### src/rtl/region_geometric_mean_macros.svh
// Assertion macros used by the region geometric mean datapath.
`ifndef REGION_GEOMETRIC_MEAN_MACROS_SVH
`define REGION_GEOMETRIC_MEAN_MACROS_SVH
`ifndef NO_ASSERTIONS
`define RGM_ASSERT_SAME(lbl, clk, rst_n, a, b, msg) \
    lbl: assert property (@(posedge clk) disable iff (!rst_n) (a) |-> (b)) \
        else $error(msg);
`define RGM_ASSERT_NEXT(lbl, clk, rst_n, a, b, msg) \
    lbl: assert property (@(posedge clk) disable iff (!rst_n) (a) |=> (b)) \
        else $error(msg);
`else
`define RGM_ASSERT_SAME(lbl, clk, rst_n, a, b, msg)
`define RGM_ASSERT_NEXT(lbl, clk, rst_n, a, b, msg)
`endif
`endif

### src/rtl/rgm_pkg.sv
// Package with constants, codes and controller/datapath interface types.
package rgm_pkg;
    localparam int MAX_N      = 64;
    localparam int FRAC_BITS  = 16;
    localparam int LOG_FRAC   = 26;
    localparam int ITEM_LIMIT = 4096;
    localparam int LOG_STEPS  = 26;
    localparam int DIV_STEPS  = 45;
    localparam int SQRT_STEPS = 32;
    localparam int EXP_STEPS  = 26;

    localparam logic [2:0] MODE_ALL   = 3'd0;
    localparam logic [2:0] MODE_ROW   = 3'd1;
    localparam logic [2:0] MODE_COL   = 3'd2;
    localparam logic [2:0] MODE_DIAG  = 3'd3;
    localparam logic [2:0] MODE_BELOW = 3'd4;
    localparam logic [2:0] MODE_ANTI  = 3'd5;

    localparam logic [1:0] REG_MODE = 2'd0;
    localparam logic [1:0] REG_LINE = 2'd1;
    localparam logic [1:0] REG_SIZE = 2'd2;

    typedef struct packed {
        logic ready;
        logic norm_shift;
        logic sq_mul;
        logic sq_upd;
        logic log_acc;
        logic div_init;
        logic div_step;
        logic exp_init;
        logic sqrt_init;
        logic sqrt_step;
        logic emul;
        logic eupd;
        logic fin;
    } rgm_cmd_t;

    typedef struct packed {
        logic accept;
        logic item_log;
        logic last;
        logic norm_done;
        logic tally_zero;
        logic out_free;
    } rgm_status_t;
endpackage

### src/rtl/rgm_ctrl.sv
// Controller state machine sequencing log2, division and exp2 steps.
module rgm_ctrl (
    input  logic                clk,
    input  logic                rst_n,
    input  rgm_pkg::rgm_status_t st,
    output rgm_pkg::rgm_cmd_t    cmd
);
    import rgm_pkg::*;

    typedef enum logic [3:0] {
        S_IDLE, S_NORM, S_SQ, S_SQUPD, S_ACC, S_CHK, S_DIV,
        S_EXPI, S_SQI, S_SQS, S_EMUL, S_EUPD, S_FIN
    } state_t;

    state_t     state_reg, state_next;
    logic [5:0] cnt_reg, cnt_next;
    logic [4:0] kcnt_reg, kcnt_next;
    logic       last_reg, last_next;

    always_comb
    begin
        state_next = state_reg;
        cnt_next   = cnt_reg;
        kcnt_next  = kcnt_reg;
        last_next  = last_reg;
        cmd        = '0;
        unique case (state_reg)
            S_IDLE:
            begin
                cmd.ready = 1'b1;
                if (st.accept)
                begin
                    last_next = st.last;
                    if (st.item_log)
                        state_next = S_NORM;
                    else if (st.last)
                        state_next = S_CHK;
                end
            end
            S_NORM:
            begin
                if (st.norm_done)
                begin
                    cnt_next   = '0;
                    state_next = S_SQ;
                end
                else
                    cmd.norm_shift = 1'b1;
            end
            S_SQ:
            begin
                cmd.sq_mul = 1'b1;
                state_next = S_SQUPD;
            end
            S_SQUPD:
            begin
                cmd.sq_upd = 1'b1;
                if (cnt_reg == 6'(LOG_STEPS - 1))
                    state_next = S_ACC;
                else
                begin
                    cnt_next   = cnt_reg + 6'd1;
                    state_next = S_SQ;
                end
            end
            S_ACC:
            begin
                cmd.log_acc = 1'b1;
                state_next  = last_reg ? S_CHK : S_IDLE;
            end
            S_CHK:
            begin
                if (st.tally_zero)
                    state_next = S_FIN;
                else
                begin
                    cmd.div_init = 1'b1;
                    cnt_next     = '0;
                    state_next   = S_DIV;
                end
            end
            S_DIV:
            begin
                cmd.div_step = 1'b1;
                if (cnt_reg == 6'(DIV_STEPS - 1))
                    state_next = S_EXPI;
                else
                    cnt_next = cnt_reg + 6'd1;
            end
            S_EXPI:
            begin
                cmd.exp_init = 1'b1;
                kcnt_next    = '0;
                state_next   = S_SQI;
            end
            S_SQI:
            begin
                cmd.sqrt_init = 1'b1;
                cnt_next      = '0;
                state_next    = S_SQS;
            end
            S_SQS:
            begin
                cmd.sqrt_step = 1'b1;
                if (cnt_reg == 6'(SQRT_STEPS - 1))
                    state_next = S_EMUL;
                else
                    cnt_next = cnt_reg + 6'd1;
            end
            S_EMUL:
            begin
                cmd.emul   = 1'b1;
                state_next = S_EUPD;
            end
            S_EUPD:
            begin
                cmd.eupd = 1'b1;
                if (kcnt_reg == 5'(EXP_STEPS - 1))
                    state_next = S_FIN;
                else
                begin
                    kcnt_next  = kcnt_reg + 5'd1;
                    state_next = S_SQI;
                end
            end
            S_FIN:
            begin
                if (st.out_free)
                begin
                    cmd.fin    = 1'b1;
                    state_next = S_IDLE;
                end
            end
            default: state_next = S_IDLE;
        endcase
    end

    always_ff @(posedge clk or negedge rst_n)
    begin
        if (!rst_n)
        begin
            state_reg <= S_IDLE;
            cnt_reg   <= '0;
            kcnt_reg  <= '0;
            last_reg  <= 1'b0;
        end
        else
        begin
            state_reg <= state_next;
            cnt_reg   <= cnt_next;
            kcnt_reg  <= kcnt_next;
            last_reg  <= last_next;
        end
    end
endmodule

### config.mk
export PLATFORM = sky130hd
export DESIGN_NAME = rgm_ctrl
export DESIGN_NICKNAME = d
export VERILOG_FILES = /design/src/rtl/region_geometric_mean_macros.svh /design/src/rtl/rgm_pkg.sv /design/src/rtl/rgm_ctrl.sv
export SDC_FILE = /design/constraint.sdc
export NUM_CORES = 1
export LEC_CHECK = 0
export BUFFER_PORTS_ARGS = -buffer_cell sky130_fd_sc_hd__buf_2
export CELL_PAD_IN_SITES_DETAIL_PLACEMENT = 1
export CELL_PAD_IN_SITES_GLOBAL_PLACEMENT = 2
export CORE_UTILIZATION = 30
export DETAILED_ROUTE_END_ITERATION = 8
export PLACE_DENSITY_LB_ADDON = 0.15
export SKIP_CTS_REPAIR_TIMING = 1
export SKIP_LAST_GASP = 1
export SLEW_MARGIN = 20
export SYNTH_ARGS = -nofsm -noshare
export SYNTH_HDL_FRONTEND = slang
export SYNTH_SLANG_ARGS = --single-unit
### constraint.sdc
create_clock -name clk -period 2.3 [get_ports clk]
set_clock_uncertainty 0.2 [all_clocks]
set_input_delay 0.23 -clock clk [delete_from_list [all_inputs] [get_ports clk]]
set_output_delay 0.23 -clock clk [all_outputs]
set_load 0.03 [all_outputs]
# After elaboration in Yosys (flattened, before gate mapping)
# Index checks and enable logic that the tools add are counted.
[word_totals] register_bits=16 latchBits=0 ram_bits=0 rom_bits=0 in_bits=8 output_inout_bits=13 wordCells=76 mem_count=0
[op_classes] n_addsub=2 mul=0 div=0 magnitude_cmp=0 n_eq_ne=27 n_shift=0 mux=36 n_bitwise=0 reduce_logical=7
[ops] operator="$pmux 4 s13" count=1
[ops] operator="$pmux 6 s6" count=1
[ops] operator="$mux 4" count=8
[ops] operator="$mux 6" count=5
[ops] operator="$eq 4x4->1 const B" count=5
[ops] operator="$ne 2x2->1 const B" count=10
[ops] operator="$eq 4x3->1 const B" count=4
[ops] operator="$mux 1" count=16
[ops] operator="$eq 6x5->1 const B" count=2
[ops] operator="$reduce_and 6->1" count=2
[ops] operator="$pmux 5 s2" count=1
[ops] operator="$mux 3" count=3
[ops] operator="$eq 4x2->1 const B" count=2
[ops] operator="$add 6x1->6 const B" count=1
[ops] operator="$eq 6x6->1 const B" count=1
[ops] operator="$reduce_bool 6->1" count=1
[ops] operator="$add 5x1->5 const B" count=1
[ops] operator="$eq 5x5->1 const B" count=1
[ops] operator="$mux 5" count=1
[ops] operator="$eq 4x1->1 const B" count=1
[ops] operator="$logic_not 4->1" count=1
[ops] operator="$reduce_and 2->1" count=2
[ops] operator="$ne 3x3->1 const B" count=1
[ops] operator="$reduce_bool 2->1" count=1

# Depth between registers and ports, before layout
# Gate-level depths: netlist (run 1).
[depth] word_depth=4 depth_mapped=7 ltp_nobuf=7

# Worst setup path before layout (run 1)
# OpenSTA, ideal clock, no wires.
[synth_timing] path_type="register -> register" start="register state_reg[2]" end="register last_reg" setup_time_ns=0.125 arrival_ns=2.120 required_ns=1.975 path_slack_ns=-0.145 path_stages_with_launch=6 path_buffers=2 period_less_slack_ns=2.445 path_cell_list="dfrtp_1 -> buf_2 -> buf_2 -> nor4_1 -> nand2_1 -> mux2_2"
[synth_between] elab_chain_cells=2
[synth_rtl] item="from (decl)" line="rgm_ctrl.sv:15" rtl="state_t state_reg, state_next;"
[synth_rtl] item="from (signal assigned)" line="rgm_ctrl.sv:149" rtl="state_reg <= state_next;"
[synth_rtl] item="$logic_not 4->1" line="rgm_ctrl.sv:27" rtl="unique case (state_reg)"
[synth_rtl] item="$reduce_and 2->1 (no source line)"
[synth_rtl] item="to (signal assigned)" line="rgm_ctrl.sv:152" rtl="last_reg <= last_next;"
[synth_rtl] item="to (decl)" line="rgm_ctrl.sv:18" rtl="logic last_reg, last_next;"
# Every way passes these cells.
# A chain may end at the register's enable or synchronous reset.

==> results of run 1 <==
## final cells by class
type,count,area (um^2)
clock buffers,4,55.1
fillers,451,2300
inverters,9,33.8
multi-input cells,107,777
flip-flops and latches,16,402
well taps,48,60.1
repair buffers,29,170
## kinds of logic after synthesis
logic type / after synthesis / synth area share
AND/OR/NAND/NOR: 60 / 0.282
AO/OA/AOI/OAI: 33 / 0.208
buffers and inverters: 16 / 0.0616
flip-flops: 16 / 0.323
multiplexers: 5 / 0.0465
adder cells (fa/ha/maj): 5 / 0.0505
XOR/XNOR: 4 / 0.0283
## per-stage QoR
stage | power [mW] | cell area, um^2 | instances | setup slack, ns
CTS | 2.03 | 1480 | 212 | -0.0173
detailed placement | 1.75 | 1420 | 208 | 0.185
global placement | 1.73 | 1420 | 208 | 0.226
floorplan | 1.43 | 1240 | 139 | 0.102
global route | 2.21 | 1500 | 213 | 0.0298
finish | 2.03 | 1500 | 213 | 0.152
## placed cells by master (no fill, tap or decap), types with 2 or more instances in the layout
cell	Yosys	routed
o21ai_0	5	5
ha_1	5	5
dfrtp_1	16	15
o31ai_1	2	2
o22ai_1	2	2
o22a_1	2	2
nor2_1	15	15
xor2_1	3	3
inv_1	9	9
nor3_1	6	6
mux2i_1	2	2
nand3b_1	4	4
buf_2	4	20
nand2b_1	3	3
buf_4	1	8
mux2_2	2	2
nand2_1	8	8
nand4_1	2	2
nand3_1	5	5
a31oi_1	2	2
a21oi_1	5	5
clkbuf_8	0	4
## layer usage
metal / vias up / part of all wire / global-route usage
met5: - / 0 / 0
met1: 568 / 0.47 / 0.234
met2: 20 / 0.49 / 0.297
met4: 0 / 0.0042 / 0.0399
met3: 2 / 0.028 / 0.0259
li1: 562 / - / -
## report_power, final
group | total (mW) | internal (mW) | switching [mW]
combinational | 1.22 | 0.514 | 0.702
sequential | 0.547 | 0.373 | 0.174
clock | 0.266 | 0.152 | 0.114
## worst max-delay path by stage
| stage | to | slack, ns |
|---|---|---|
| 6_report | cmd[11] | 0.15 |
| 5_1_grt | cnt_reg[0]$_DFFE_PN0P_ | 0.03 |
| 4_1_cts | cmd[11] | -0.02 |
| 3_5_place_dp | cnt_reg[0]$_DFFE_PN0P_ | 0.19 |
| 3_3_place_gp | cnt_reg[0]$_DFFE_PN0P_ | 0.23 |
| 2_1_floorplan | cmd[0] | 0.10 |
==> run metrics, run 1 <==
Min-Delay Path Class primary input to flop; Net Count, Synth 152; Cells on Worst Hold Path 2; CTS Sinks 16; CP endpoint kind primary output; Final min period 2.15 ns; nets@finish 179; Crit Path Category flop to primary output; die footprint 4390 um^2; CP Data Required Time 1.87 ns; number of synthesized flops with an enable pin 0; Via density 5.41; global-route wire length before repair 5830 um; CORE AREA 3800 um^2; Final TNS setup 0 ns; critical path depth 3; initial antenna violation count 0; Total GRT Usage 0.176; crit path DAT 1.72 ns; worst reg2reg startpoint cnt_reg[1]$_DFFE_PN0P_; worst r2r dst cnt_reg[0]$_DFFE_PN0P_; CTS buffer count 3; synthesized cell area 1240 um^2; WHS 0.0288 ns; ys async rst share 1.00; Buf/Inv on CP 1; worst r2r path cells 7; status complete, no violations; row cnt 22; Syn-to-layout area delta 20.9%; Synthesis Warnings 0; hold wc startpoint st[3]; Reg clk slew, reported paths 0.08 ns; Die H 66.3 um; crit path launch type flop; Detailed Place HPWL 2550 um; Synth area leaders dfrtp_1, ha_1, nor2_1; via count 1,152; Final setup viols 0; IO Port Bufs 20; slowest stage delay, CP 0.52 ns; Slew @ Worst Pin 0.400 ns; Synth Register Bits 16; H-tree levels 1; leading area contributor after synthesis dfrtp_1; worst ir drop on vdd 0.347 mV; top-area cell type share of the netlist area 0.323; Pleak 0.674 nW; worst skew pair latency 0.25 ns; max reg flops 6; crit-path cells or2b_1 -> nor4_4 -> buf_2; io pins 21; PwrDens 1350 nW/um^2; Final Cycle Share 0.934; Diodes inserted 0; RSZ-0062 raised after global routing no; die width 66.3 um; Synth Flop Type dfrtp_1; Worst Hold Path EP last_reg$_DFFE_PN0P_; Routed WL per cell 15.8 um; final core occ 0.394; total congestion overflow 0; fin. max-slew vios 0; ratio of cells with drive above 1 in the final layout 0.291; largest net degree at the start of global routing 17; Routed WL 3370 um; Fin. Hold Viols 0; CP max-delay cell dfrtp_1; Yosys cell types 56; drt first pass iters 4; Root Driver clkbuf_8; flop2flop setup slack 0.16 ns; gpl congestion 0.718; worst-path fanout max 11; Starting Density 0.326; Final ANT Viol Nets 0; cell count after synthesis 139; top-count cell post-synth dfrtp_1; drt initial violations 79; Critical Path Source state_reg[1]$_DFFE_PN0P_; Top delay family on crit path simple AND/OR/NAND/NOR gates; list of most frequent post-synthesis cells dfrtp_1, nor2_1, inv_1; vias in the first global route 1,205; Rel. slew slack 0.733; CTS tree built; syn_area_per_cell 8.91 um^2; Max Clk Rate 465 MHz; DR DRC count 0; clock tree buffer depth 2; # Max-Cap Violations 0; post-synthesis sequential area ratio 0.323
Power figures use the tool's default switching activity.
==> run 2, diff against run 1 <==
- CTS_CLUSTER_DIAMETER: unset -> 60
- clock period: 2.3 -> 2.6 ns (I/O delays scaled with it)
==> run 2 against run 1 <==
  * First-iteration DRC count rose by 37%
  * Die area did not move
  * Sequential power fell by 5.5%
  * Global-route usage rose by 0.24 points
  * Power fell by 15%
  * Highest routed layer unchanged
  * Via count fell by 0.95%
  * Non-clock buffer count fell by 5
==> run metrics, run 2 (synthesis gave the netlist of run 1 again) <==
Crit Path Category flop to primary output (unchanged); Via density 5.49 (was 5.41); total congestion overflow 0 (unchanged); crit path launch type flop (unchanged); dpl ws 0.379 ns (was 0.185 ns); worst ir drop on vdd 0.345 mV (was 0.347 mV); crit path setup slack, layout 0.221 ns (was 0.152 ns); drt initial violations 108 (was 79); Routed WL 3400 um (was 3370 um); Fill cells 468 (was 451); Top delay family on crit path simple AND/OR/NAND/NOR gates (unchanged); Die H 66.3 um (unchanged); die footprint 4390 um^2 (unchanged); io pins 21 (unchanged); Total GRT Usage 0.178 (was 0.176); slowest stage delay, CP 0.62 ns (was 0.52 ns); H-tree levels 1 (unchanged); CTS Sinks 16 (unchanged); die width 66.3 um (unchanged); CORE AREA 3800 um^2 (unchanged); Slew @ Worst Pin 0.620 ns (was 0.400 ns); Max Clk Rate 420 MHz; Non-Filler Instances 208 (was 213); Final Cycle Share 0.915; NetSw 851 uW (was 990 uW); Rel. slew slack 0.587 (was 0.733); Clk pwr share 0.136 (was 0.131); Net Sw Frac 0.496 (was 0.488); Fin. Hold Viols 0 (unchanged); initial antenna violation count 0 (unchanged); IO Port Bufs 20 (unchanged); global-route wire length before repair 5810 um (was 5830 um); fin. max-slew vios 0 (unchanged); CP Data Required Time 2.14 ns (was 1.87 ns); Buf/Inv on CP 1 (unchanged); Final ANT Viol Nets 0 (unchanged); Seq pwr share 0.301 (was 0.270); Detailed Place HPWL 2500 um (was 2550 um); PwrDens 1190 nW/um^2 (was 1350 nW/um^2); vias in the first global route 1,167 (was 1,205); DR DRC count 0 (unchanged); internal power 865 uW (was 1.04 mW); worst skew pair latency 0.26 ns (was 0.25 ns); Reg clk slew, reported paths 0.07 ns (was 0.08 ns); Final setup viols 0 (unchanged); commonest non-fill, non-tap cells in the layout buf_2, dfrtp_1, nor2_1, inv_1, nand2_1 (was buf_2, nor2_1, dfrtp_1, inv_1); CP endpoint kind primary output (unchanged); max reg flops 6 (unchanged); Min-Delay Path Class primary input to flop (unchanged); Diodes inserted 0 (unchanged); commonest non-fill, non-tap cell in the layout buf_2 (unchanged); crit path DAT 1.92 ns (was 1.72 ns); largest net degree at the start of global routing 19 (was 17); CTS tree built (unchanged); RSZ-0062 raised after global routing no (unchanged); Gate power share 0.563 (was 0.599); crit-path cells or2b_1 -> nor4_2 -> buf_2 (was or2b_1 -> nor4_4 -> buf_2); drt first pass iters 4 (unchanged); Pleak 0.650 nW (was 0.674 nW); Starting Density 0.326 (unchanged); Final min period 2.38 ns; CTS buffer count 3 (unchanged); Routed WL per cell 16.4 um (was 15.8 um); Syn-to-layout area delta 16.6% (was 20.9%); clock tree buffer depth 2 (unchanged); worst-path fanout max 14 (was 11); status complete, no violations (unchanged); placed cell count 203 (was 208); nets@finish 174 (was 179); CP max-delay cell dfrtp_1 (unchanged); Final TNS setup 0 ns (unchanged); Root Driver clkbuf_8 (unchanged); # Max-Cap Violations 0 (unchanged); gpl congestion 0.769 (was 0.718); ratio of cells with drive above 1 in the final layout 0.256 (was 0.291); via count 1,141 (was 1,152); row cnt 22 (unchanged)
run 2: cell type report:
class | count | area, um^2 | share of cell area
well taps | 48 | 60.1 | 0.0416
multi-input cells | 107 | 762 | 0.528
clock buffers | 4 | 55.1 | 0.0381
inverters | 9 | 33.8 | 0.0234
repair buffers | 24 | 133 | 0.0919
flip-flops and latches | 16 | 400 | 0.277
run 2: final timing paths:
kind / slack (ns) / startpoint / to / depth (start not counted)
setup / recovery: 0.22 / state_reg[0]$_DFFE_PN0P_ / cmd[11] / 3
hold / removal: 0.06 / st[3] / last_reg$_DFFE_PN0P_ / 2
setup reg to reg: 0.38 / state_reg[3]$_DFFE_PN0P_ / cnt_reg[0]$_DFFE_PN0P_ / 5
hold reg to reg: 0.35 / kcnt_reg[4]$_DFFE_PN0P_ / kcnt_reg[4]$_DFFE_PN0P_ / 2
max in group asynchronous: 1.66 / rst_n / kcnt_reg[4]$_DFFE_PN0P_ / 2
min in group asynchronous: 0.26 / rst_n / cnt_reg[5]$_DFFE_PN0P_ / 2
run 2: power by group through the flow:
stage	clock network, mW	logic [mW]	registers, mW
after detailed placement	0	0.967	0.522
after floorplan	0	0.869	0.387
after global placement	0	0.951	0.513
after CTS	0.247	0.974	0.518
after global routing	0.253	1.07	0.540
final	0.233	0.966	0.517
run 2: layer usage:
layer	part of all wire	GRT usage	vias to the layer above
li1	-	-	552
met3	0.031	0.0414	4
met1	0.46	0.222	572
met4	0.0085	0.0479	0
met5	0	0	-
met2	0.50	0.305	13
run 2: worst reg2reg max path: stages (launching register included):
cell and delay [ns]:
dfrtp_1 0.74, nor3b_1 0.26, nor3_1 0.09, a31oi_2 0.30, nand3b_1 0.21, mux2_2 0.30
run 2: stage by stage:
stage | area, um^2 | hold slack, ns | power (mW) | utilization
floorplan | 1240 | -0.236 | 1.26 | -
global placement | 1380 | 0.0219 | 1.46 | 0.363
detailed placement | 1380 | 0.0224 | 1.49 | 0.363
CTS | 1430 | -0.258 | 1.74 | 0.377
global route | 1440 | 0.0507 | 1.86 | 0.380
finish | 1440 | 0.0552 | 1.72 | 0.380
